**src/rtl/sle_pkg.sv**
```systemverilog
// Shared types and constants of the sequential list engine.
`default_nettype none

package sle_pkg;

    localparam int DATA_W  = 32;
    localparam int POS_W   = 8;
    localparam int COUNT_W = 8;

    typedef enum logic [1:0] {
        ACT_INSERT = 2'd0,
        ACT_DELETE = 2'd1,
        ACT_FIND   = 2'd2,
        ACT_GET    = 2'd3
    } action_t;

    typedef enum logic [1:0] {
        S_IDLE  = 2'd0,
        S_ISSUE = 2'd1,
        S_TAIL  = 2'd2,
        S_FIN   = 2'd3
    } state_t;

endpackage

`default_nettype wire

```
**src/rtl/sle_if.sv**
```systemverilog
// Request and response channel interfaces of the sequential list engine.
`default_nettype none

interface sle_req_if
    import sle_pkg::*;
();
    logic                      valid;
    logic                      ready;
    action_t                   action;
    logic        [POS_W-1:0]   position;
    logic signed [DATA_W-1:0]  value;

    modport source (output valid, output action, output position, output value, input ready);
    modport sink   (input valid, input action, input position, input value, output ready);
endinterface

interface sle_rsp_if
    import sle_pkg::*;
();
    logic                      valid;
    logic                      ready;
    logic                      success;
    logic signed [DATA_W-1:0]  item_value;
    logic signed [POS_W-1:0]   found_index;
    logic        [COUNT_W-1:0] count;

    modport source (output valid, output success, output item_value, output found_index,
                    output count, input ready);
    modport sink   (input valid, input success, input item_value, input found_index,
                    input count, output ready);
endinterface

`default_nettype wire

```
**src/rtl/sequential_list_engine_core.sv**
```systemverilog
// Top level of the sequential list engine: array list with insert, delete, find and get.
//
//  port | dir | beat contents
//  -----+-----+-------------------------------------------------
//  req  | in  | action, position, value
//  rsp  | out | success, item_value, found_index, count
//
// One request at a time; the entry memory read port sets the pace, one entry per cycle.
// Insert before the end, delete, get and find on a non-empty list step through ISSUE (one
// read per entry), TAIL and FIN; a rejected request, insert at the end or find on an empty
// list go straight from IDLE to FIN.
// Reset clears the length to zero; entries stay unknown until written.
// req.ready is high only between requests; a held response stalls the final step.
`default_nettype none

module sequential_list_engine_core
    import sle_pkg::*;
#(
    parameter int CAPACITY = 128
) (
    input wire logic clk,
    input wire logic rst_n,
    sle_req_if.sink  req,
    sle_rsp_if.source rsp
);

    localparam int AW = (CAPACITY > 1) ? $clog2(CAPACITY) : 1;
    localparam int LW = $clog2(CAPACITY + 1);
    localparam int CW = ((LW > POS_W) ? LW : POS_W) + 1;

    state_t             state_reg, state_next;
    action_t            act_reg, act_next;
    logic [LW-1:0]      len_reg, len_next;
    logic [AW-1:0]      ptr_reg, ptr_next;
    logic [AW-1:0]      end_reg, end_next;
    logic [AW-1:0]      pos_reg, pos_next;
    logic [DATA_W-1:0]  val_reg, val_next;
    logic               ok_reg, ok_next;
    logic               rdv_reg, rdv_next;
    logic [AW-1:0]      rda_reg, rda_next;
    logic [DATA_W-1:0]  item_reg, item_next;
    logic               found_reg, found_next;
    logic [AW-1:0]      fidx_reg, fidx_next;

    logic               ov_reg, ov_next;
    logic               osucc_reg, osucc_next;
    logic [DATA_W-1:0]  oitem_reg, oitem_next;
    logic [POS_W-1:0]   ofidx_reg, ofidx_next;
    logic [COUNT_W-1:0] ocnt_reg, ocnt_next;

    logic               we, re;
    logic [AW-1:0]      waddr, raddr;
    logic [DATA_W-1:0]  wdata, rd_q;
    logic [CW-1:0]      pos_ext, len_ext;
    logic               slot_free, load;
    logic [AW+7:0]      fidx_wide;
    logic [LW+7:0]      cnt_wide;

    sle_mem #(
        .DEPTH (CAPACITY),
        .AW    (AW),
        .DW    (DATA_W)
    ) u_mem (
        .clk   (clk),
        .we    (we),
        .waddr (waddr),
        .wdata (wdata),
        .re    (re),
        .raddr (raddr),
        .rdata (rd_q)
    );

    assign pos_ext   = CW'(req.position);
    assign len_ext   = CW'(len_reg);
    assign slot_free = !ov_reg || rsp.ready;
    assign load      = (state_reg == S_FIN) && slot_free;
    assign re        = (state_reg == S_ISSUE);
    assign raddr     = ptr_reg;
    assign req.ready = (state_reg == S_IDLE);

    always_comb
    begin
        we    = 1'b0;
        waddr = rda_reg;
        wdata = rd_q;
        if (rdv_reg)
        begin
            if (act_reg == ACT_INSERT)
            begin
                we    = 1'b1;
                waddr = rda_reg + AW'(1);
            end
            else if (act_reg == ACT_DELETE && rda_reg != pos_reg)
            begin
                we    = 1'b1;
                waddr = rda_reg - AW'(1);
            end
        end
        else if (load && ok_reg && act_reg == ACT_INSERT)
        begin
            we    = 1'b1;
            waddr = pos_reg;
            wdata = val_reg;
        end
    end

    always_comb
    begin
        state_next = state_reg;
        act_next   = act_reg;
        len_next   = len_reg;
        ptr_next   = ptr_reg;
        end_next   = end_reg;
        pos_next   = pos_reg;
        val_next   = val_reg;
        ok_next    = ok_reg;
        rdv_next   = re;
        rda_next   = ptr_reg;
        item_next  = item_reg;
        found_next = found_reg;
        fidx_next  = fidx_reg;
        ov_next    = ov_reg && !rsp.ready;
        osucc_next = osucc_reg;
        oitem_next = oitem_reg;
        ofidx_next = ofidx_reg;
        ocnt_next  = ocnt_reg;
        fidx_wide  = {8'd0, fidx_reg};
        cnt_wide   = {8'd0, len_reg};

        if (rdv_reg)
        begin
            unique case (act_reg)
                ACT_GET:
                begin
                    item_next = rd_q;
                end
                ACT_DELETE:
                begin
                    if (rda_reg == pos_reg)
                    begin
                        item_next = rd_q;
                    end
                end
                ACT_FIND:
                begin
                    if (!found_reg && rd_q == val_reg)
                    begin
                        found_next = 1'b1;
                        fidx_next  = rda_reg;
                    end
                end
                default:
                begin
                end
            endcase
        end

        unique case (state_reg)
            S_IDLE:
            begin
                if (req.valid)
                begin
                    act_next   = req.action;
                    pos_next   = pos_ext[AW-1:0];
                    val_next   = req.value;
                    item_next  = '0;
                    found_next = 1'b0;
                    fidx_next  = '0;
                    state_next = S_FIN;
                    unique case (req.action)
                        ACT_INSERT:
                        begin
                            ok_next = (pos_ext <= len_ext) && (len_ext < CW'(CAPACITY));
                            if (ok_next && pos_ext < len_ext)
                            begin
                                ptr_next   = AW'(len_reg - LW'(1));
                                end_next   = pos_ext[AW-1:0];
                                state_next = S_ISSUE;
                            end
                        end
                        ACT_DELETE:
                        begin
                            ok_next = pos_ext < len_ext;
                            if (ok_next)
                            begin
                                ptr_next   = pos_ext[AW-1:0];
                                end_next   = AW'(len_reg - LW'(1));
                                state_next = S_ISSUE;
                            end
                        end
                        ACT_FIND:
                        begin
                            ok_next = 1'b1;
                            if (len_reg != '0)
                            begin
                                ptr_next   = '0;
                                end_next   = AW'(len_reg - LW'(1));
                                state_next = S_ISSUE;
                            end
                        end
                        ACT_GET:
                        begin
                            ok_next = pos_ext < len_ext;
                            if (ok_next)
                            begin
                                ptr_next   = pos_ext[AW-1:0];
                                end_next   = pos_ext[AW-1:0];
                                state_next = S_ISSUE;
                            end
                        end
                        default:
                        begin
                        end
                    endcase
                end
            end
            S_ISSUE:
            begin
                if (ptr_reg == end_reg)
                begin
                    state_next = S_TAIL;
                end
                else if (act_reg == ACT_INSERT)
                begin
                    ptr_next = ptr_reg - AW'(1);
                end
                else
                begin
                    ptr_next = ptr_reg + AW'(1);
                end
            end
            S_TAIL:
            begin
                state_next = S_FIN;
            end
            S_FIN:
            begin
                if (slot_free)
                begin
                    if (ok_reg && act_reg == ACT_INSERT)
                    begin
                        len_next = len_reg + LW'(1);
                    end
                    else if (ok_reg && act_reg == ACT_DELETE)
                    begin
                        len_next = len_reg - LW'(1);
                    end
                    cnt_wide   = {8'd0, len_next};
                    ov_next    = 1'b1;
                    osucc_next = ok_reg;
                    oitem_next = item_reg;
                    ofidx_next = '0;
                    if (act_reg == ACT_FIND)
                    begin
                        ofidx_next = found_reg ? fidx_wide[7:0] : '1;
                    end
                    ocnt_next  = cnt_wide[7:0];
                    state_next = S_IDLE;
                end
            end
            default:
            begin
                state_next = S_IDLE;
            end
        endcase
    end

    always_ff @(posedge clk or negedge rst_n)
    begin
        if (!rst_n)
        begin
            state_reg <= S_IDLE;
            len_reg   <= '0;
            rdv_reg   <= 1'b0;
            ov_reg    <= 1'b0;
        end
        else
        begin
            state_reg <= state_next;
            len_reg   <= len_next;
            rdv_reg   <= rdv_next;
            ov_reg    <= ov_next;
        end
    end

    always_ff @(posedge clk)
    begin
        act_reg   <= act_next;
        ptr_reg   <= ptr_next;
        end_reg   <= end_next;
        pos_reg   <= pos_next;
        val_reg   <= val_next;
        ok_reg    <= ok_next;
        rda_reg   <= rda_next;
        item_reg  <= item_next;
        found_reg <= found_next;
        fidx_reg  <= fidx_next;
        osucc_reg <= osucc_next;
        oitem_reg <= oitem_next;
        ofidx_reg <= ofidx_next;
        ocnt_reg  <= ocnt_next;
    end

    assign rsp.valid       = ov_reg;
    assign rsp.success     = osucc_reg;
    assign rsp.item_value  = oitem_reg;
    assign rsp.found_index = ofidx_reg;
    assign rsp.count       = ocnt_reg;

    a_len_bound: assert property (@(posedge clk) disable iff (!rst_n)
        len_reg <= LW'(CAPACITY))
        else $error("list length above capacity");

    a_no_same_entry: assert property (@(posedge clk) disable iff (!rst_n)
        (we && re) |-> (waddr != raddr))
        else $error("write and read of the same entry in one cycle");

    a_accept_leaves_idle: assert property (@(posedge clk) disable iff (!rst_n)
        (req.valid && req.ready) |=> (state_reg != S_IDLE))
        else $error("accepted request did not start");

    a_fail_keeps_len: assert property (@(posedge clk) disable iff (!rst_n)
        (load && !ok_reg) |=> $stable(len_reg))
        else $error("rejected request changed the length");

endmodule

`default_nettype wire

```
**src/rtl/sle_mem.sv**
```systemverilog
// Entry store: one write port, one read port with registered read data.
`default_nettype none

module sle_mem #(
    parameter int DEPTH = 128,
    parameter int AW    = 7,
    parameter int DW    = 32
) (
    input  wire logic          clk,
    input  wire logic          we,
    input  wire logic [AW-1:0] waddr,
    input  wire logic [DW-1:0] wdata,
    input  wire logic          re,
    input  wire logic [AW-1:0] raddr,
    output logic      [DW-1:0] rdata
);

    logic [DW-1:0] mem [DEPTH];

    always_ff @(posedge clk)
    begin
        if (we)
        begin
            mem[waddr] <= wdata;
        end
        if (re)
        begin
            rdata <= mem[raddr];
        end
    end

endmodule

`default_nettype wire
```
**src/flat_wrapper.sv**
```systemverilog
// flat-port wrapper written by rule: the top's interface ports become plain ports
module sequential_list_engine_core_flat import sle_pkg::*;
#(
    parameter int CAPACITY = 128
)
  (clk, rst_n, req_valid, req_action, req_position, req_value, req_ready, rsp_valid, rsp_success, rsp_item_value, rsp_found_index, rsp_count, rsp_ready);
  sle_req_if req_i ();
  sle_rsp_if rsp_i ();
  input wire logic clk;
  input wire logic rst_n;
  input wire logic [$bits(req_i.valid)-1:0] req_valid;
  input wire logic [$bits(req_i.action)-1:0] req_action;
  input wire logic [$bits(req_i.position)-1:0] req_position;
  input wire logic [$bits(req_i.value)-1:0] req_value;
  output wire logic [$bits(req_i.ready)-1:0] req_ready;
  output wire logic [$bits(rsp_i.valid)-1:0] rsp_valid;
  output wire logic [$bits(rsp_i.success)-1:0] rsp_success;
  output wire logic [$bits(rsp_i.item_value)-1:0] rsp_item_value;
  output wire logic [$bits(rsp_i.found_index)-1:0] rsp_found_index;
  output wire logic [$bits(rsp_i.count)-1:0] rsp_count;
  input wire logic [$bits(rsp_i.ready)-1:0] rsp_ready;
  assign req_i.valid = req_valid;
  assign req_i.action = req_action;
  assign req_i.position = req_position;
  assign req_i.value = req_value;
  assign req_ready = req_i.ready;
  assign rsp_valid = rsp_i.valid;
  assign rsp_success = rsp_i.success;
  assign rsp_item_value = rsp_i.item_value;
  assign rsp_found_index = rsp_i.found_index;
  assign rsp_count = rsp_i.count;
  assign rsp_i.ready = rsp_ready;
  sequential_list_engine_core #(.CAPACITY(CAPACITY)) u_core (.clk(clk), .rst_n(rst_n), .req(req_i), .rsp(rsp_i));
endmodule
```
**config.mk**
```make
export PLATFORM = sky130hd
export DESIGN_NAME = sequential_list_engine_core_flat
export DESIGN_NICKNAME = d
export VERILOG_FILES = /design/src/rtl/sle_pkg.sv /design/src/rtl/sle_if.sv /design/src/rtl/sequential_list_engine_core.sv /design/src/rtl/sle_mem.sv /design/src/flat_wrapper.sv
export SDC_FILE = /design/constraint.sdc
export NUM_CORES = 2
export LEC_CHECK = 0
export BUFFER_PORTS_ARGS = -buffer_cell sky130_fd_sc_hd__buf_2
export CAP_MARGIN = 10
export CELL_PAD_IN_SITES_DETAIL_PLACEMENT = 0
export CELL_PAD_IN_SITES_GLOBAL_PLACEMENT = 1
export CORE_UTILIZATION = 45
export CTS_CLUSTER_DIAMETER = 200
export CTS_CLUSTER_SIZE = 20
export DETAILED_ROUTE_END_ITERATION = 10
export PLACE_DENSITY_LB_ADDON = 0.1
export SYNTH_ARGS = -nofsm -noshare
export SYNTH_HDL_FRONTEND = slang
export SYNTH_SLANG_ARGS = --single-unit
```
**constraint.sdc**
```tcl
create_clock -name clk -period 5.56 [get_ports clk]
set_clock_uncertainty 0.05 [all_clocks]
set_input_delay 1.668 -clock clk [delete_from_list [all_inputs] [get_ports clk]]
set_output_delay 1.668 -clock clk [all_outputs]
set_load 0.1 [all_outputs]
```
==> out/qor.yml <==
grt:
  grt_max_degree: 132
  grt_first_pass_wirelength_mm: 629
  grt_pass1_vias: 77280
  gr-total-overflow: 0
  track_usage: 0.243
  antenna_found_initial: 60
power_and_ir_drop:
  combPwrFrac: 0.001
  p_sw_frac: 0.192
  p_total_w: 0.0530
  internal_power_w: 0.0428
  p_sw_w: 0.0101
  clock_power_share: 0.340
  p_leak_nw: 55.8
  seq_power_share: 0.659
  power.density_nw_per_um2: 289
  vdd_ir_drop_max_uv: 271
cts:
  insertion_delay_ns: 0.97
  clkSinkCount: 4292
  cts_resized: 0
  clock_path_buffers: 4
  clock-root-buffer: "clkbuf_16"
  ctsHoldBuffers: 0
  ctsHtreeMaxLevel: 4
  post_cts_buffers: 0
  tritoncts: "yes"
  numCtsBuffers: 236
  path_clk_slew_ns: 0.09
cells_and_area:
  largest_reg_flops: 4096
  layout_common_cells: "edfxtp_1 (4233), mux4_2 (1152), buf_4 (248), clkbuf_16 (241), buf_12 (167)"
  largest_register: "u_core.u_mem.mem"
  synthToLayoutAreaGrowth_pct: 10.8
  drive_gt1_frac: 0.285
  final_cells: 12539
  final_common_cell: "edfxtp_1"
  fin_nets: 7686
logic_synthesis:
  yosysWarnings: 0
  synth_seq_area_share: 0.777
  synth_top_flop_cell: "edfxtp_1"
  async_flop_share: 0.00280
  syn_inst: 7248
  synth_fp_nets: 7322
  ys_seq_elements: 4292
  synth_area_um2: 165000
  synth_edf_count: 4233
  avgSynthCellArea_um2: 22.8
  synth_cell_types: 67
detailed_routing:
  via_count: 76667
  wl_per_cell_um: 36.1
  viasPerCell: 6.11
  drc: 0
  firstDrtPassIters: 6
  finalWirelength_mm: 453
  drt_iter0_markers: 9300
  ant_nets: 0
timing:
  hold_viol: 0
  fmax_mhz: 220
  relSlewSlack: 0.104
  rsz0062_at_grt: "no"
  maxSlewViolCount: 0
  fin_crit_ns: 4.55
  period_share: 0.818
  setup_viol: 0
  fin_ws_ns: 1.01
  worst_pin_slew_ns: 1.34
  fin_tns_setup_ns: 0
setup_path:
  path_max_fanout: 36
  worstSetupPathType: "flip-flop to flip-flop"
  crit_path_end_kind: "flip-flop"
  worstPathRequired_ns: 6.21
  path_cells: "buf_12, buf_12, buf_4, mux4_2, mux2_2, o21ai_0, a2111oi_1, buf_2, or4_1"
  worstReg2RegStart: "u_core.ptr_reg[0]$_DFFE_PP_"
  arrival_ns: 5.19
  crit_top_cell: "buf_12"
  slowest_delay_ns: 0.89
  rr_endpoint: "u_core.u_mem.rdata[5]$_DFFE_PP_"
  r2r_cells: 9
  start_kind: "flip-flop"
  reg2reg_slack_ns: 1.01
  cp_slowest_cell: "edfxtp_1"
hold_path:
  hp-start: "u_core.item_reg[3]$_DFF_P_"
  holdPathEnd: "u_core.rsp.item_value[3]$_DFFE_PN_"
  hold_class: "flip-flop to flip-flop"
  hold_depth: 0
placement:
  dp.cells: 12190
  hpwl_mm: 271
  dp_slack_ns: 0.672
  gp_congestion: 0.900
  port_buffers: 96
floorplan:
  die_h_um: 608
  start_util: 0.452
  die_w_um: 608
  core_area_um2: 366000
  rows: 222
  io_pins: 97
  die_area_um2: 370000
flow_run:
  max_cap_viol_count: 0
run_status:
  outcome: "complete, no violations"
[critical path, delay by kind of cell, from the launching register on]
kind / cells / cell delay [ns]
and+or+nand+nor: 1 / 0.39
buffers and inverters: 4 / 1.55
DFF: 1 / 0.89
muxes: 2 / 0.86
AOI/OAI and AO/OA: 2 / 0.48
[metal layers]
metal | GRT usage | part of all wire | vias to the layer above
li1 | - | - | 31071
met1 | 0.355 | 0.43 | 42436
met2 | 0.384 | 0.47 | 2635
met3 | 0.0405 | 0.069 | 511
met4 | 0.0649 | 0.030 | 14
met5 | 0 | 0.00015 | -
[layout make-up]
class                   instances  area, µm²
fillers                     28766     182000
flip-flops and latches       4292     128000
multi-input cells            2408      36000
clock buffers                 315       6310
well taps                    4816       6030
repair buffers                512       5690
inverters                     162        608
clock inverters                 7       87.6
diodes                         27       67.6
[Yosys cell counts (67+ instances only)]
cell | count | area [µm²]
o21ai_0 | 75 | 375
nor2b_1 | 75 | 469
o22ai_1 | 67 | 419
clkbuf_1 | 196 | 736
nor2_1 | 158 | 593
mux2_2 | 105 | 1180
mux2i_1 | 140 | 1400
edfxtp_1 | 4233 | 127000
buf_2 | 111 | 556
inv_1 | 77 | 289
a211oi_1 | 68 | 510
nand2_1 | 161 | 604
clkinv_1 | 84 | 315
mux4_2 | 1152 | 25900
[worst max path at each step]
stage / from / slack (ns) / cells after the start / end
2_1_floorplan: rsp_ready / 0.34 / 9 / u_core.u_mem.mem[120][0]$_DFFE_PP_
4_1_cts: u_core.ptr_reg[0]$_DFFE_PP_ / 1.02 / 9 / u_core.u_mem.rdata[5]$_DFFE_PP_
3_3_place_gp: rsp_ready / 0.68 / 10 / u_core.u_mem.mem[102][17]$_DFFE_PP_
6_report: u_core.ptr_reg[0]$_DFFE_PP_ / 1.01 / 9 / u_core.u_mem.rdata[5]$_DFFE_PP_
3_5_place_dp: rsp_ready / 0.67 / 9 / u_core.u_mem.mem[78][2]$_DFFE_PP_
5_1_grt: u_core.ptr_reg[0]$_DFFE_PP_ / 0.93 / 9 / u_core.u_mem.rdata[5]$_DFFE_PP_
[metrics by stage]
step | instance area, µm² | utilization | hold slack, ns
2_1_floorplan | 165000 | - | 0.296
3_5_place_dp | 177000 | 0.483 | 0.365
6_report | 183000 | 0.501 | 0.382
4_1_cts | 183000 | 0.501 | 0.385
5_1_grt | 183000 | 0.501 | 0.399
3_3_place_gp | 177000 | 0.483 | 0.358
[kinds of logic (layout without fill, tap and decap cells)]
logic type | after synthesis | in the layout | share of synthesized area
other | 0 | 27 | 0
muxes | 1397 | 1397 | 0.173
and+or+nand+nor | 534 | 534 | 0.0155
adders and majority gates | 28 | 28 | 0.00217
buffers and inverters | 548 | 996 | 0.0138
AOI/OAI and AO/OA | 382 | 382 | 0.0155
DFF | 4292 | 4292 | 0.777
xor gates and xnor gates | 67 | 67 | 0.00355
[power by group through the flow]
stage | Clock, W | Sequential, W | Combinational [W]
CTS | 0.0185 | 0.0349 | 0.0000641
detailed placement | 0 | 0.0357 | 0.0000629
floorplan | 0 | 0.0357 | 0.0000218
finish | 0.0180 | 0.0349 | 0.0000654
global route | 0.0194 | 0.0349 | 0.0000690
global placement | 0 | 0.0357 | 0.0000637
No activity file was read; power rests on OpenSTA's default activity.
